==> config.mk <==
export PLATFORM = sky130hd
export DESIGN_NAME = sd_spi_block_transfer_engine
export DESIGN_NICKNAME = d
export VERILOG_FILES = /design/src/rtl/sdbt_pkg.sv /design/src/rtl/sdbt_cfg_regs.sv /design/src/rtl/sdbt_seq.sv /design/src/rtl/sd_spi_block_transfer_engine.sv
export SDC_FILE = /design/constraint.sdc
export NUM_CORES = 1
export LEC_CHECK = 0
export ABC_AREA = 0
export BUFFER_PORTS_ARGS = -buffer_cell sky130_fd_sc_hd__buf_2
export CAP_MARGIN = 10
export CORE_AREA = 3 3 191 193
export CTS_BUF_LIST = sky130_fd_sc_hd__clkbuf_2 sky130_fd_sc_hd__clkbuf_4 sky130_fd_sc_hd__clkbuf_8
export CTS_CLUSTER_DIAMETER = 80
export DETAILED_ROUTE_END_ITERATION = 8
export DIE_AREA = 0 0 194 196
export SETUP_SLACK_MARGIN = 0.3
export SLEW_MARGIN = 5
export SYNTH_ARGS = -nofsm -noshare
export SYNTH_HDL_FRONTEND = slang
export SYNTH_SLANG_ARGS = --single-unit
==> constraint.sdc <==
create_clock -name clk_i -period 12.4 [get_ports clk_i]
set_clock_uncertainty 0.05 [all_clocks]
set_input_delay 1.86 -clock clk_i [delete_from_list [all_inputs] [get_ports clk_i]]
set_output_delay 1.86 -clock clk_i [all_outputs]
set_load 0.1 [all_outputs]
==> src/rtl/sdbt_pkg.sv <==
// Shared types and constants for the SD SPI block transfer engine.
`default_nettype none

package sdbt_pkg;

  localparam logic [9:0]  BLOCK_BYTES     = 10'd512;
  localparam logic [19:0] RESP_POLL_LIMIT = 20'd512;
  localparam logic [19:0] POLL_MAX        = 20'hFFFFF;
  localparam logic [2:0]  FRAME_BYTES     = 3'd6;

  localparam logic [7:0] BYTE_IDLE      = 8'hFF;
  localparam logic [7:0] TOKEN_SINGLE   = 8'hFE;
  localparam logic [7:0] TOKEN_MULTI    = 8'hFC;
  localparam logic [7:0] TOKEN_STOP     = 8'hFD;
  localparam logic [7:0] CMD_PREFIX     = 8'h40;
  localparam logic [7:0] DRESP_MASK     = 8'h1F;
  localparam logic [7:0] DRESP_ACCEPTED = 8'h05;

  localparam logic [5:0] CMD12 = 6'd12;
  localparam logic [5:0] CMD17 = 6'd17;
  localparam logic [5:0] CMD18 = 6'd18;
  localparam logic [5:0] CMD23 = 6'd23;
  localparam logic [5:0] CMD24 = 6'd24;
  localparam logic [5:0] CMD25 = 6'd25;

  localparam logic [7:0] CRC_SINGLE = 8'h01;
  localparam logic [7:0] CRC_MULTI  = 8'hFF;
  localparam logic [7:0] CRC_SETCNT = 8'h00;

  typedef enum logic [1:0] {
    CFG_CARD_TYPE = 2'd0,
    CFG_READY_TO  = 2'd1,
    CFG_TOKEN_TO  = 2'd2,
    CFG_BUSY_TO   = 2'd3
  } cfg_idx_e;

  typedef enum logic [1:0] {
    CT_MMC    = 2'd0,
    CT_SD1    = 2'd1,
    CT_SD2_SC = 2'd2,
    CT_SD2_HC = 2'd3
  } card_type_e;

  typedef enum logic [2:0] {
    ST_BUSY     = 3'd0,
    ST_DONE     = 3'd1,
    ST_CMD_REJ  = 3'd2,
    ST_DATA_REJ = 3'd3,
    ST_TIMEOUT  = 3'd4
  } status_e;

  typedef enum logic [1:0] {
    K_MAIN     = 2'd0,
    K_SETCOUNT = 2'd1,
    K_STOP     = 2'd2
  } cmd_kind_e;

  typedef enum logic [1:0] {
    FS_SELECT = 2'd0,
    FS_READY  = 2'd1,
    FS_FRAME  = 2'd2,
    FS_R1     = 2'd3
  } frame_stage_e;

  // Command phases are laid out as four stages per command kind.
  typedef enum logic [4:0] {
    PH_IDLE        = 5'd0,
    PH_MAIN_SEL    = 5'd1,
    PH_MAIN_READY  = 5'd2,
    PH_MAIN_FRAME  = 5'd3,
    PH_MAIN_R1     = 5'd4,
    PH_SETC_SEL    = 5'd5,
    PH_SETC_READY  = 5'd6,
    PH_SETC_FRAME  = 5'd7,
    PH_SETC_R1     = 5'd8,
    PH_STOP_SEL    = 5'd9,
    PH_STOP_READY  = 5'd10,
    PH_STOP_FRAME  = 5'd11,
    PH_STOP_R1     = 5'd12,
    PH_RD_TOKEN    = 5'd13,
    PH_RD_DATA     = 5'd14,
    PH_RD_CRC      = 5'd15,
    PH_WR_FILL     = 5'd16,
    PH_WR_TOKEN    = 5'd17,
    PH_WR_DATA     = 5'd18,
    PH_WR_CRC      = 5'd19,
    PH_WR_RESP     = 5'd20,
    PH_WR_BUSY     = 5'd21,
    PH_WR_STOP     = 5'd22,
    PH_WR_STOPWAIT = 5'd23,
    PH_TAIL        = 5'd24
  } phase_e;

  typedef struct packed {
    card_type_e  card_type;
    logic [19:0] ready_timeout;
    logic [19:0] token_timeout;
    logic [15:0] busy_timeout;
  } cfg_t;

  typedef struct packed {
    logic        mode;
    logic        write_request;
    logic [31:0] block_addr;
    logic [7:0]  block_count;
    logic [7:0]  miso_byte;
    logic [7:0]  write_byte;
  } in_item_t;

  typedef struct packed {
    logic       send_valid;
    logic [7:0] mosi_byte;
    logic       chip_select_n;
    logic       payload_request;
    logic       read_valid;
    logic [7:0] read_byte;
    status_e    status;
    logic       done_res;
  } res_t;

endpackage

`default_nettype wire

==> src/rtl/sdbt_cfg_regs.sv <==
// Configuration register file of the SD SPI block transfer engine.
`default_nettype none

module sdbt_cfg_regs
  import sdbt_pkg::*;
(
  input  wire logic        clk_i,
  input  wire logic        rst_ni,
  input  wire logic        cfg_we_i,
  input  wire logic [1:0]  cfg_index_i,
  input  wire logic [19:0] cfg_data_i,
  output cfg_t             cfg_o
);

  cfg_t cfg_q, cfg_d;

  always_comb begin
    cfg_d = cfg_q;
    if (cfg_we_i) begin
      case (cfg_idx_e'(cfg_index_i))
        CFG_CARD_TYPE: cfg_d.card_type     = card_type_e'(cfg_data_i[1:0]);
        CFG_READY_TO:  cfg_d.ready_timeout = cfg_data_i;
        CFG_TOKEN_TO:  cfg_d.token_timeout = cfg_data_i;
        CFG_BUSY_TO:   cfg_d.busy_timeout  = cfg_data_i[15:0];
        default:       cfg_d = cfg_q;
      endcase
    end
  end

  always_ff @(posedge clk_i or negedge rst_ni) begin
    if (!rst_ni) begin
      cfg_q.card_type     <= CT_MMC;
      cfg_q.ready_timeout <= 20'hFFFFF;
      cfg_q.token_timeout <= 20'hFFFFF;
      cfg_q.busy_timeout  <= 16'hFFFE;
    end else begin
      cfg_q <= cfg_d;
    end
  end

  assign cfg_o = cfg_q;

endmodule

`default_nettype wire

==> src/rtl/sdbt_seq.sv <==
// Transfer sequencer: phase state and the per-exchange decision logic.
`default_nettype none

module sdbt_seq
  import sdbt_pkg::*;
(
  input  wire logic     clk_i,
  input  wire logic     rst_ni,
  input  wire logic     step_i,
  input  wire in_item_t item_i,
  input  wire cfg_t     cfg_i,
  output res_t          res_o
);

  phase_e      phase_q, phase_d;
  logic [2:0]  frame_q, frame_d;
  logic [9:0]  bytepos_q, bytepos_d;
  logic [7:0]  blocks_q, blocks_d;
  logic [19:0] poll_q, poll_d;
  logic [31:0] card_addr_q, card_addr_d;
  logic        writing_q, writing_d;
  logic        multi_q, multi_d;

  logic [19:0]  poll_inc;
  logic [9:0]   bytepos_inc;
  logic [2:0]   frame_inc;
  logic [7:0]   blocks_dec;
  logic [3:0]   cmd_off;
  cmd_kind_e    kind;
  frame_stage_e stage;
  logic         r1_seen;
  logic         multi_new;
  logic [7:0]   miso;

  function automatic res_t xfer(input logic [7:0] mosi, input logic csn);
    res_t r;
    r = '0;
    r.send_valid    = 1'b1;
    r.mosi_byte     = mosi;
    r.chip_select_n = csn;
    r.status        = ST_BUSY;
    return r;
  endfunction

  function automatic res_t finish(input status_e st);
    res_t r;
    r = '0;
    r.chip_select_n = 1'b1;
    r.status        = st;
    r.done_res      = 1'b1;
    return r;
  endfunction

  function automatic logic [7:0] frame_byte(input cmd_kind_e k, input logic [2:0] pos,
                                            input logic wr, input logic mul,
                                            input logic [7:0] cnt, input logic [31:0] addr);
    logic [5:0]  cmd;
    logic [31:0] arg;
    logic [7:0]  crc;
    logic [7:0]  b;
    case (k)
      K_SETCOUNT: begin
        cmd = CMD23;
        arg = {24'd0, cnt};
        crc = CRC_SETCNT;
      end
      K_STOP: begin
        cmd = CMD12;
        arg = 32'd0;
        crc = CRC_MULTI;
      end
      default: begin
        if (wr) begin
          cmd = mul ? CMD25 : CMD24;
        end else begin
          cmd = mul ? CMD18 : CMD17;
        end
        crc = mul ? CRC_MULTI : CRC_SINGLE;
        arg = addr;
      end
    endcase
    case (pos)
      3'd0:    b = CMD_PREFIX | {2'b00, cmd};
      3'd1:    b = arg[31:24];
      3'd2:    b = arg[23:16];
      3'd3:    b = arg[15:8];
      3'd4:    b = arg[7:0];
      default: b = crc;
    endcase
    return b;
  endfunction

  assign miso        = item_i.miso_byte;
  assign poll_inc    = (poll_q != POLL_MAX) ? poll_q + 20'd1 : poll_q;
  assign bytepos_inc = bytepos_q + 10'd1;
  assign frame_inc   = frame_q + 3'd1;
  assign blocks_dec  = (blocks_q != 8'd0) ? blocks_q - 8'd1 : blocks_q;
  assign cmd_off     = phase_q[3:0] - 4'd1;
  assign kind        = cmd_kind_e'(cmd_off[3:2]);
  assign stage       = frame_stage_e'(cmd_off[1:0]);
  assign r1_seen     = (miso != BYTE_IDLE);
  assign multi_new   = (item_i.block_count > 8'd1);

  always_comb begin
    phase_d     = phase_q;
    frame_d     = frame_q;
    bytepos_d   = bytepos_q;
    blocks_d    = blocks_q;
    poll_d      = poll_q;
    card_addr_d = card_addr_q;
    writing_d   = writing_q;
    multi_d     = multi_q;
    res_o       = '0;
    res_o.chip_select_n = 1'b1;
    res_o.status        = ST_BUSY;

    if (!item_i.mode) begin
      // New request: any transfer in flight is dropped.
      writing_d = item_i.write_request;
      blocks_d  = item_i.block_count;
      multi_d   = multi_new;
      bytepos_d = '0;
      frame_d   = '0;
      poll_d    = '0;
      if (item_i.block_count == 8'd0) begin
        phase_d = PH_IDLE;
        res_o   = finish(ST_CMD_REJ);
      end else begin
        card_addr_d = (cfg_i.card_type == CT_SD2_HC) ? item_i.block_addr
                                                      : {item_i.block_addr[22:0], 9'd0};
        if (item_i.write_request && multi_new && cfg_i.card_type != CT_MMC) begin
          phase_d = PH_SETC_SEL;
        end else begin
          phase_d = PH_MAIN_SEL;
        end
        res_o = xfer(BYTE_IDLE, 1'b1);
      end
    end else if (phase_q == PH_IDLE) begin
      res_o = res_o;
    end else if (phase_q inside {[PH_MAIN_SEL:PH_STOP_R1]}) begin
      case (stage)
        FS_SELECT: begin
          phase_d = phase_e'(phase_q + 5'd1);
          poll_d  = '0;
          res_o   = xfer(BYTE_IDLE, 1'b0);
        end
        FS_READY: begin
          if (miso == BYTE_IDLE) begin
            phase_d = phase_e'(phase_q + 5'd1);
            frame_d = '0;
            res_o   = xfer(frame_byte(kind, 3'd0, writing_q, multi_q, blocks_q, card_addr_q),
                           1'b0);
          end else begin
            poll_d = poll_inc;
            if (poll_inc >= cfg_i.ready_timeout) begin
              phase_d = PH_IDLE;
              res_o   = finish(ST_TIMEOUT);
            end else begin
              res_o = xfer(BYTE_IDLE, 1'b0);
            end
          end
        end
        FS_FRAME: begin
          frame_d = frame_inc;
          if (frame_inc < FRAME_BYTES) begin
            res_o = xfer(frame_byte(kind, frame_inc, writing_q, multi_q, blocks_q, card_addr_q),
                         1'b0);
          end else begin
            phase_d = phase_e'(phase_q + 5'd1);
            frame_d = '0;
            poll_d  = '0;
            res_o   = xfer(BYTE_IDLE, 1'b0);
          end
        end
        default: begin
          if (!r1_seen) begin
            poll_d = poll_inc;
          end
          if (r1_seen || poll_inc >= RESP_POLL_LIMIT) begin
            case (kind)
              K_SETCOUNT: begin
                // The count command's R1 is ignored; the write command follows.
                phase_d = PH_MAIN_SEL;
                poll_d  = '0;
                frame_d = '0;
                res_o   = xfer(BYTE_IDLE, 1'b1);
              end
              K_STOP: begin
                phase_d = PH_TAIL;
                res_o   = xfer(BYTE_IDLE, 1'b1);
              end
              default: begin
                if (!r1_seen) begin
                  phase_d = PH_IDLE;
                  res_o   = finish(ST_TIMEOUT);
                end else if (miso != 8'd0) begin
                  phase_d = PH_IDLE;
                  res_o   = finish(ST_CMD_REJ);
                end else begin
                  poll_d    = '0;
                  bytepos_d = '0;
                  phase_d   = writing_q ? PH_WR_FILL : PH_RD_TOKEN;
                  res_o     = xfer(BYTE_IDLE, 1'b0);
                end
              end
            endcase
          end else begin
            res_o = xfer(BYTE_IDLE, 1'b0);
          end
        end
      endcase
    end else begin
      case (phase_q)
        PH_RD_TOKEN: begin
          if (miso == TOKEN_SINGLE) begin
            phase_d   = PH_RD_DATA;
            bytepos_d = '0;
            res_o     = xfer(BYTE_IDLE, 1'b0);
          end else begin
            poll_d = poll_inc;
            if (poll_inc >= cfg_i.token_timeout) begin
              phase_d = PH_IDLE;
              res_o   = finish(ST_TIMEOUT);
            end else begin
              res_o = xfer(BYTE_IDLE, 1'b0);
            end
          end
        end
        PH_RD_DATA: begin
          bytepos_d = bytepos_inc;
          if (bytepos_inc >= BLOCK_BYTES) begin
            phase_d   = PH_RD_CRC;
            bytepos_d = '0;
          end
          res_o            = xfer(BYTE_IDLE, 1'b0);
          res_o.read_valid = 1'b1;
          res_o.read_byte  = miso;
        end
        PH_RD_CRC: begin
          bytepos_d = bytepos_inc;
          if (bytepos_inc < 10'd2) begin
            res_o = xfer(BYTE_IDLE, 1'b0);
          end else begin
            bytepos_d = '0;
            blocks_d  = blocks_dec;
            if (blocks_dec != 8'd0) begin
              phase_d = PH_RD_TOKEN;
              poll_d  = '0;
              res_o   = xfer(BYTE_IDLE, 1'b0);
            end else if (!multi_q) begin
              phase_d = PH_IDLE;
              res_o   = finish(ST_DONE);
            end else begin
              phase_d = PH_STOP_SEL;
              poll_d  = '0;
              frame_d = '0;
              res_o   = xfer(BYTE_IDLE, 1'b1);
            end
          end
        end
        PH_WR_FILL: begin
          bytepos_d = bytepos_inc;
          if (bytepos_inc < (multi_q ? 10'd2 : 10'd3)) begin
            res_o = xfer(BYTE_IDLE, 1'b0);
          end else begin
            phase_d   = PH_WR_TOKEN;
            bytepos_d = '0;
            res_o     = xfer(multi_q ? TOKEN_MULTI : TOKEN_SINGLE, 1'b0);
          end
        end
        PH_WR_TOKEN: begin
          phase_d               = PH_WR_DATA;
          bytepos_d             = '0;
          res_o                 = xfer(item_i.write_byte, 1'b0);
          res_o.payload_request = 1'b1;
        end
        PH_WR_DATA: begin
          bytepos_d = bytepos_inc;
          if (bytepos_inc < BLOCK_BYTES) begin
            res_o                 = xfer(item_i.write_byte, 1'b0);
            res_o.payload_request = 1'b1;
          end else begin
            phase_d   = PH_WR_CRC;
            bytepos_d = '0;
            res_o     = xfer(BYTE_IDLE, 1'b0);
          end
        end
        PH_WR_CRC: begin
          bytepos_d = bytepos_inc;
          if (bytepos_inc >= 10'd2) begin
            phase_d   = PH_WR_RESP;
            bytepos_d = '0;
          end
          res_o = xfer(BYTE_IDLE, 1'b0);
        end
        PH_WR_RESP: begin
          if ((miso & DRESP_MASK) != DRESP_ACCEPTED) begin
            phase_d = PH_IDLE;
            res_o   = finish(ST_DATA_REJ);
          end else begin
            phase_d = PH_WR_BUSY;
            poll_d  = '0;
            res_o   = xfer(BYTE_IDLE, 1'b0);
          end
        end
        PH_WR_BUSY: begin
          // A single write is done on any nonzero reply, a multi write on 0xFF.
          if (multi_q ? (miso != BYTE_IDLE) : (miso == 8'd0)) begin
            poll_d = poll_inc;
            if (poll_inc >= {4'd0, cfg_i.busy_timeout}) begin
              phase_d = PH_IDLE;
              res_o   = finish(ST_TIMEOUT);
            end else begin
              res_o = xfer(BYTE_IDLE, 1'b0);
            end
          end else begin
            blocks_d = blocks_dec;
            if (!multi_q) begin
              phase_d = PH_TAIL;
              res_o   = xfer(BYTE_IDLE, 1'b1);
            end else if (blocks_dec != 8'd0) begin
              phase_d = PH_WR_TOKEN;
              res_o   = xfer(TOKEN_MULTI, 1'b0);
            end else begin
              phase_d = PH_WR_STOP;
              res_o   = xfer(TOKEN_STOP, 1'b0);
            end
          end
        end
        PH_WR_STOP: begin
          phase_d = PH_WR_STOPWAIT;
          poll_d  = '0;
          res_o   = xfer(BYTE_IDLE, 1'b0);
        end
        PH_WR_STOPWAIT: begin
          if (miso == BYTE_IDLE) begin
            phase_d = PH_TAIL;
            res_o   = xfer(BYTE_IDLE, 1'b1);
          end else begin
            poll_d = poll_inc;
            if (poll_inc >= {4'd0, cfg_i.busy_timeout}) begin
              phase_d = PH_IDLE;
              res_o   = finish(ST_TIMEOUT);
            end else begin
              res_o = xfer(BYTE_IDLE, 1'b0);
            end
          end
        end
        PH_TAIL: begin
          phase_d = PH_IDLE;
          res_o   = finish(ST_DONE);
        end
        default: begin
          phase_d = PH_IDLE;
          res_o   = finish(ST_TIMEOUT);
        end
      endcase
    end
  end

  always_ff @(posedge clk_i or negedge rst_ni) begin
    if (!rst_ni) begin
      phase_q     <= PH_IDLE;
      frame_q     <= '0;
      bytepos_q   <= '0;
      blocks_q    <= '0;
      poll_q      <= '0;
      card_addr_q <= '0;
      writing_q   <= 1'b0;
      multi_q     <= 1'b0;
    end else if (step_i) begin
      phase_q     <= phase_d;
      frame_q     <= frame_d;
      bytepos_q   <= bytepos_d;
      blocks_q    <= blocks_d;
      poll_q      <= poll_d;
      card_addr_q <= card_addr_d;
      writing_q   <= writing_d;
      multi_q     <= multi_d;
    end
  end

endmodule

`default_nettype wire

==> src/rtl/sd_spi_block_transfer_engine.sv <==
// Top level of the SD SPI-mode block read/write sequencer.
//
// Usage: a request (mode 0) starts a read or write of block_count blocks at
// block_addr. Each result names the next SPI byte exchange (send_valid,
// mosi_byte, chip_select_n); the byte received in that exchange is then fed
// back as an item with mode 1. During write data the item's write_byte is
// sent and payload_request marks it; during read data read_valid/read_byte
// carry the received block bytes. done_res marks the last result of a
// transfer, with status telling how it ended.
// Every accepted item gives exactly one result. An item is captured in an
// input register and its result is computed from there into the output
// register, so one item can be taken every cycle while the output is not stalled.
// When out_stall_i holds the result, the waiting item stays in the input
// register and in_stall_o rises until the result is taken.
// Reset returns the sequencer to idle with no result pending and loads the
// configuration registers with their defaults. The user must write configuration
// only while no transfer item is in flight; the block itself does not enforce this.
`default_nettype none

module sd_spi_block_transfer_engine
  import sdbt_pkg::*;
(
  input  wire logic        clk_i,
  input  wire logic        rst_ni,
  input  wire logic        cfg_we_i,
  input  wire logic [1:0]  cfg_index_i,
  input  wire logic [19:0] cfg_data_i,
  input  wire logic        in_valid_i,
  output logic             in_stall_o,
  input  wire logic        mode_i,
  input  wire logic        write_request_i,
  input  wire logic [31:0] block_addr_i,
  input  wire logic [7:0]  block_count_i,
  input  wire logic [7:0]  miso_byte_i,
  input  wire logic [7:0]  write_byte_i,
  output logic             out_valid_o,
  input  wire logic        out_stall_i,
  output logic             send_valid_o,
  output logic [7:0]       mosi_byte_o,
  output logic             chip_select_n_o,
  output logic             payload_request_o,
  output logic             read_valid_o,
  output logic [7:0]       read_byte_o,
  output logic [2:0]       status_o,
  output logic             done_res_o
);

  cfg_t     cfg;
  in_item_t in_q;
  logic     in_valid_q, in_valid_d;
  res_t     res, out_q;
  logic     out_valid_q, out_valid_d;
  logic     out_load;
  logic     step;
  logic     in_accept;

  sdbt_cfg_regs u_cfg_regs (
    .clk_i       (clk_i),
    .rst_ni      (rst_ni),
    .cfg_we_i    (cfg_we_i),
    .cfg_index_i (cfg_index_i),
    .cfg_data_i  (cfg_data_i),
    .cfg_o       (cfg)
  );

  sdbt_seq u_seq (
    .clk_i  (clk_i),
    .rst_ni (rst_ni),
    .step_i (step),
    .item_i (in_q),
    .cfg_i  (cfg),
    .res_o  (res)
  );

  assign out_load   = !out_valid_q || !out_stall_i;
  assign step       = in_valid_q && out_load;
  assign in_stall_o = in_valid_q && !out_load;
  assign in_accept  = in_valid_i && !in_stall_o;

  always_comb begin
    in_valid_d = in_valid_q;
    if (in_accept) begin
      in_valid_d = 1'b1;
    end else if (step) begin
      in_valid_d = 1'b0;
    end
    out_valid_d = out_valid_q;
    if (step) begin
      out_valid_d = 1'b1;
    end else if (out_valid_q && !out_stall_i) begin
      out_valid_d = 1'b0;
    end
  end

  always_ff @(posedge clk_i or negedge rst_ni) begin
    if (!rst_ni) begin
      in_valid_q  <= 1'b0;
      out_valid_q <= 1'b0;
    end else begin
      in_valid_q  <= in_valid_d;
      out_valid_q <= out_valid_d;
    end
  end

  always_ff @(posedge clk_i) begin
    if (in_accept) begin
      in_q.mode          <= mode_i;
      in_q.write_request <= write_request_i;
      in_q.block_addr    <= block_addr_i;
      in_q.block_count   <= block_count_i;
      in_q.miso_byte     <= miso_byte_i;
      in_q.write_byte    <= write_byte_i;
    end
    if (step) begin
      out_q <= res;
    end
  end

  assign out_valid_o       = out_valid_q;
  assign send_valid_o      = out_q.send_valid;
  assign mosi_byte_o       = out_q.mosi_byte;
  assign chip_select_n_o   = out_q.chip_select_n;
  assign payload_request_o = out_q.payload_request;
  assign read_valid_o      = out_q.read_valid;
  assign read_byte_o       = out_q.read_byte;
  assign status_o          = out_q.status;
  assign done_res_o        = out_q.done_res;

endmodule

`default_nettype wire

==> qor.tcl <==
set qor(outcome) {finished, final reports clean}
set qor(yosysSeqAreaShare_pct) 43.58
set qor(hold_bufs_inserted_after_cts) 0
set qor(endpoint_kind) {flip-flop}
set qor(synth_flop_cell) {sky130_fd_sc_hd__dfrtp_1}
set qor(grt_first_pass_wirelength_um) 63400
set qor(instances_no_fill) 2025
set qor(postSynthCellCount) 1449
set qor(number_of_hold_violations_in_the_final_report) 0
set qor(worst_ep_arrival_time_ps) 6210
set qor(drt-pass1-iter-count) 8
set qor(setup_total_negative_slack_ps) 0
set qor(area_taken_by_multi_input_logic_gates_um2) 7124
set qor(dr.first_iter.drc_count) 1005
set qor(cp-start-kind) {flip-flop}
set qor(synth-async-reset-ratio_pct) 63.06
set qor(cts_setup_buffers) 0
set qor(worst_hold_slack_ps) 422.7
set qor(floorplan.die.height_um) 196
set qor(max-vdd-ir-drop_mv) 0.1070
set qor(detail_route.vias_per_cell) 5.736
set qor(cts_tree) {done}
set qor(slew_headroom_pct) 14.61
set qor(route.vias.total) 11616
set qor(placedCellCount) 1948
set qor(finalWorstSetupSlack_ps) 6595
set qor(post_route_cell_area_um2) 15670
set qor(worst-endpoint-required_ps) 12810
set qor(min_path_type) {flip-flop to flip-flop}
set qor(drive_gt1_share_pct) 21.53
set qor(antenna_cells) 0
set qor(synth_area_per_cell_um2) 9.556
set qor(grt_pass1_vias) 11429
set qor(initial_core_util_pct) 39.89
set qor(die_width_um) 194
set qor(finalWorstPathRequiredPeriod_ps) 5805
set qor(place_ws_ps) 6724
set qor(number_of_flops_mapped_to_enable_cells_by_yosys) 82
set qor(placeableCoreArea_um2) 34710
set qor(cts.path.max_buffers) 3
set qor(grt_max_degree) 79
set qor(grt_overflow) 0
set qor(design.final.nets) 1701
set qor(grt.total_usage_pct) 20.48
set qor(gpl.final_weighted_congestion) 0.9393
set qor(tightest_slew_ps) 1272
set qor(post_cts_resize_count) 0
set qor(max_clock_freq_ghz) 0.1723
set qor(ant_nets) 0
set qor(io_pins) 111
set qor(port_buffers) 110
set qor(path_clk_slew_ps) 60
set qor(final_wirelength_um) 39390
set qor(p_leak_nw) 6.652
set qor(flow.area_growth_from_synthesis_pct) 13.17
set qor(avgRoutedWirePerCell_um) 19.45
set qor(finalCoreUtilization_pct) 45.14
set qor(antenna_found_initial) 0
set qor(ys_ff_latch) 222
set qor(dp.final_hpwl_um) 28620
set qor(critical_setup_path_kind) {flip-flop to flip-flop}
set qor(row_count) 68
set qor(syn-cell-area_um2) 13850
set qor(synthesis.nets) 1613
set qor(placement.cell_area_um2) 14740
set qor(setup_viol) 0
set qor(numClockSinks) 222
set qor(clk_root_buffer_cell) {sky130_fd_sc_hd__clkbuf_8}
set qor(drv_cap) 0
set qor(final-seq-area_um2) 6035
set qor(worst_skew_pair.late_latency_ps) 600
set qor(drc) 0
set qor(power_density_nw_per_um2) 199.1
set qor(totalPowerFinal_mw) 3.120
set qor(layout_worst_path_cycle_share_pct) 46.81
set qor(path_max_fanout) 8
set qor(n_fill_cell) 3402
set qor(cts.htree.levels) 2
set qor(yosysWarningCount) 0
set qor(die_area_um2) 38020
set qor(synth_cell_type_count) 93
set qor(rsz0062_at_grt) {false}
set qor(maxSlewViolCount) 0
set qor(cts_buffers) 42
report_power, final:
part	internal [mW]	switching, mW
sequential	0.914	0.136
clock	0.475	0.324
combinational	0.425	0.847
total	1.81	1.31
cell type report:
| class | instances | area share, % |
|---|---|---|
| multi-input cells | 1049 | 45.46 |
| flip-flops and latches | 222 | 38.51 |
| well taps | 455 | 3.633 |
| repair buffers | 118 | 3.936 |
| clock buffers | 61 | 4.799 |
| clock inverters | 16 | 1.166 |
| inverters | 104 | 2.491 |
cells in the final DEF (no fill, tap or decap), types with 6 or more instances in the layout:
master,netlist,routed
sky130_fd_sc_hd__ha_1,79,79
sky130_fd_sc_hd__nand3_1,42,42
sky130_fd_sc_hd__and3_1,13,13
sky130_fd_sc_hd__nand2_1,157,157
sky130_fd_sc_hd__o31ai_1,14,14
sky130_fd_sc_hd__buf_2,13,109
sky130_fd_sc_hd__nor4_1,14,14
sky130_fd_sc_hd__a21oi_1,58,58
sky130_fd_sc_hd__o22ai_1,6,6
sky130_fd_sc_hd__a22o_1,9,9
sky130_fd_sc_hd__nor3_1,42,42
sky130_fd_sc_hd__buf_4,2,8
sky130_fd_sc_hd__o211ai_1,7,7
sky130_fd_sc_hd__nor2_1,111,110
sky130_fd_sc_hd__o41ai_1,6,6
sky130_fd_sc_hd__nor2b_1,10,10
sky130_fd_sc_hd__and2_1,22,21
sky130_fd_sc_hd__a31oi_1,38,38
sky130_fd_sc_hd__o211a_1,6,6
sky130_fd_sc_hd__a211oi_1,28,28
sky130_fd_sc_hd__or3_1,9,9
sky130_fd_sc_hd__dfstp_2,55,55
sky130_fd_sc_hd__nand2b_1,17,17
sky130_fd_sc_hd__a222oi_1,10,10
sky130_fd_sc_hd__a21o_1,9,9
sky130_fd_sc_hd__mux2_2,60,60
sky130_fd_sc_hd__inv_1,103,103
sky130_fd_sc_hd__xor2_1,7,7
sky130_fd_sc_hd__clkbuf_4,0,14
sky130_fd_sc_hd__o2bb2ai_1,14,14
sky130_fd_sc_hd__dfrtp_1,85,85
sky130_fd_sc_hd__mux2i_1,11,11
sky130_fd_sc_hd__edfxtp_1,82,82
sky130_fd_sc_hd__o21a_1,8,8
sky130_fd_sc_hd__nor3b_1,6,6
sky130_fd_sc_hd__clkinv_1,1,6
sky130_fd_sc_hd__nand4_1,14,14
sky130_fd_sc_hd__xnor2_1,14,14
sky130_fd_sc_hd__o21ai_0,84,83
sky130_fd_sc_hd__clkbuf_8,0,47
path summary, 6_finish.rpt:
kind / from / slack [ps] / to / cells past startpoint
worst max-delay path: u_seq.poll_q[0] / 6600 / u_seq.phase_q[4] / 15
worst min-delay path: u_seq.card_addr_q[5] / 420 / u_seq.card_addr_q[5] / 2
worst max register to register: u_seq.poll_q[0] / 6600 / u_seq.phase_q[4] / 15
worst min register to register: u_seq.card_addr_q[5] / 420 / u_seq.card_addr_q[5] / 2
max in group asynchronous: rst_ni / 9700 / u_seq.blocks_q[2] / 2
min in group asynchronous: rst_ni / 1290 / u_seq.phase_q[0] / 1
cell usage after synthesis, types with 17 or more instances:
master | number | area, µm²
sky130_fd_sc_hd__nand3_1 | 42 | 210.2
sky130_fd_sc_hd__edfxtp_1 | 82 | 2462
sky130_fd_sc_hd__and2_1 | 22 | 137.6
sky130_fd_sc_hd__ha_1 | 79 | 988.5
sky130_fd_sc_hd__nor2_1 | 111 | 416.7
sky130_fd_sc_hd__o21ai_0 | 84 | 420.4
sky130_fd_sc_hd__inv_1 | 103 | 386.6
sky130_fd_sc_hd__dfrtp_1 | 85 | 2127
sky130_fd_sc_hd__a211oi_1 | 28 | 210.2
sky130_fd_sc_hd__nand2b_1 | 17 | 106.4
sky130_fd_sc_hd__a31oi_1 | 38 | 237.7
sky130_fd_sc_hd__nand2_1 | 157 | 589.3
sky130_fd_sc_hd__clkbuf_1 | 55 | 206.5
sky130_fd_sc_hd__dfstp_2 | 55 | 1445
sky130_fd_sc_hd__a21oi_1 | 58 | 290.3
sky130_fd_sc_hd__mux2_2 | 60 | 675.7
sky130_fd_sc_hd__nor3_1 | 42 | 210.2
registers in the layout, summed over array words and instances (netlist names), 3 cells and up:
name and count:
status_o 3, u_seq.frame_q 3, u_seq.poll_q 20, u_seq.phase_q 5
u_cfg_regs.cfg_o 58, u_seq.bytepos_q 10, read_byte_o 8, u_seq.blocks_q 8
mosi_byte_o 8, in_q 58, u_seq.card_addr_q 32
layer usage:
| layer | track usage (%) | share of wire (%) |
|---|---|---|
| met1 | 28.42 | 46 |
| met2 | 31.78 | 44 |
| met3 | 4.156 | 6.6 |
| met4 | 7.633 | 3.2 |
| met5 | 0 | 0 |
cells by family after synthesis:
family                   synth area share (%)
flip-flops                              43.58
AO/OA/AOI/OAI                           19.67
AND/OR/NAND/NOR                         17.61
adder cells (fa/ha/maj)                 7.138
multiplexers                            5.675
buffers and inverters                   4.997
XOR/XNOR                                1.328
critical path, cell delays in order (launching register included):
cell	delay, ps
sky130_fd_sc_hd__dfrtp_1	480
sky130_fd_sc_hd__ha_1	290
sky130_fd_sc_hd__nand2_1	160
sky130_fd_sc_hd__nor4_1	730
sky130_fd_sc_hd__a21oi_1	370
sky130_fd_sc_hd__and3_1	360
sky130_fd_sc_hd__xnor2_1	320
sky130_fd_sc_hd__ha_1	320
sky130_fd_sc_hd__a21oi_1	120
sky130_fd_sc_hd__o21ai_0	90
sky130_fd_sc_hd__a221oi_1	370
sky130_fd_sc_hd__o2111ai_1	200
sky130_fd_sc_hd__a311oi_1	1060
sky130_fd_sc_hd__a311o_1	490
sky130_fd_sc_hd__nor2_1	110
sky130_fd_sc_hd__a2bb2oi_1	140
(Power assumes the default switching activity.)
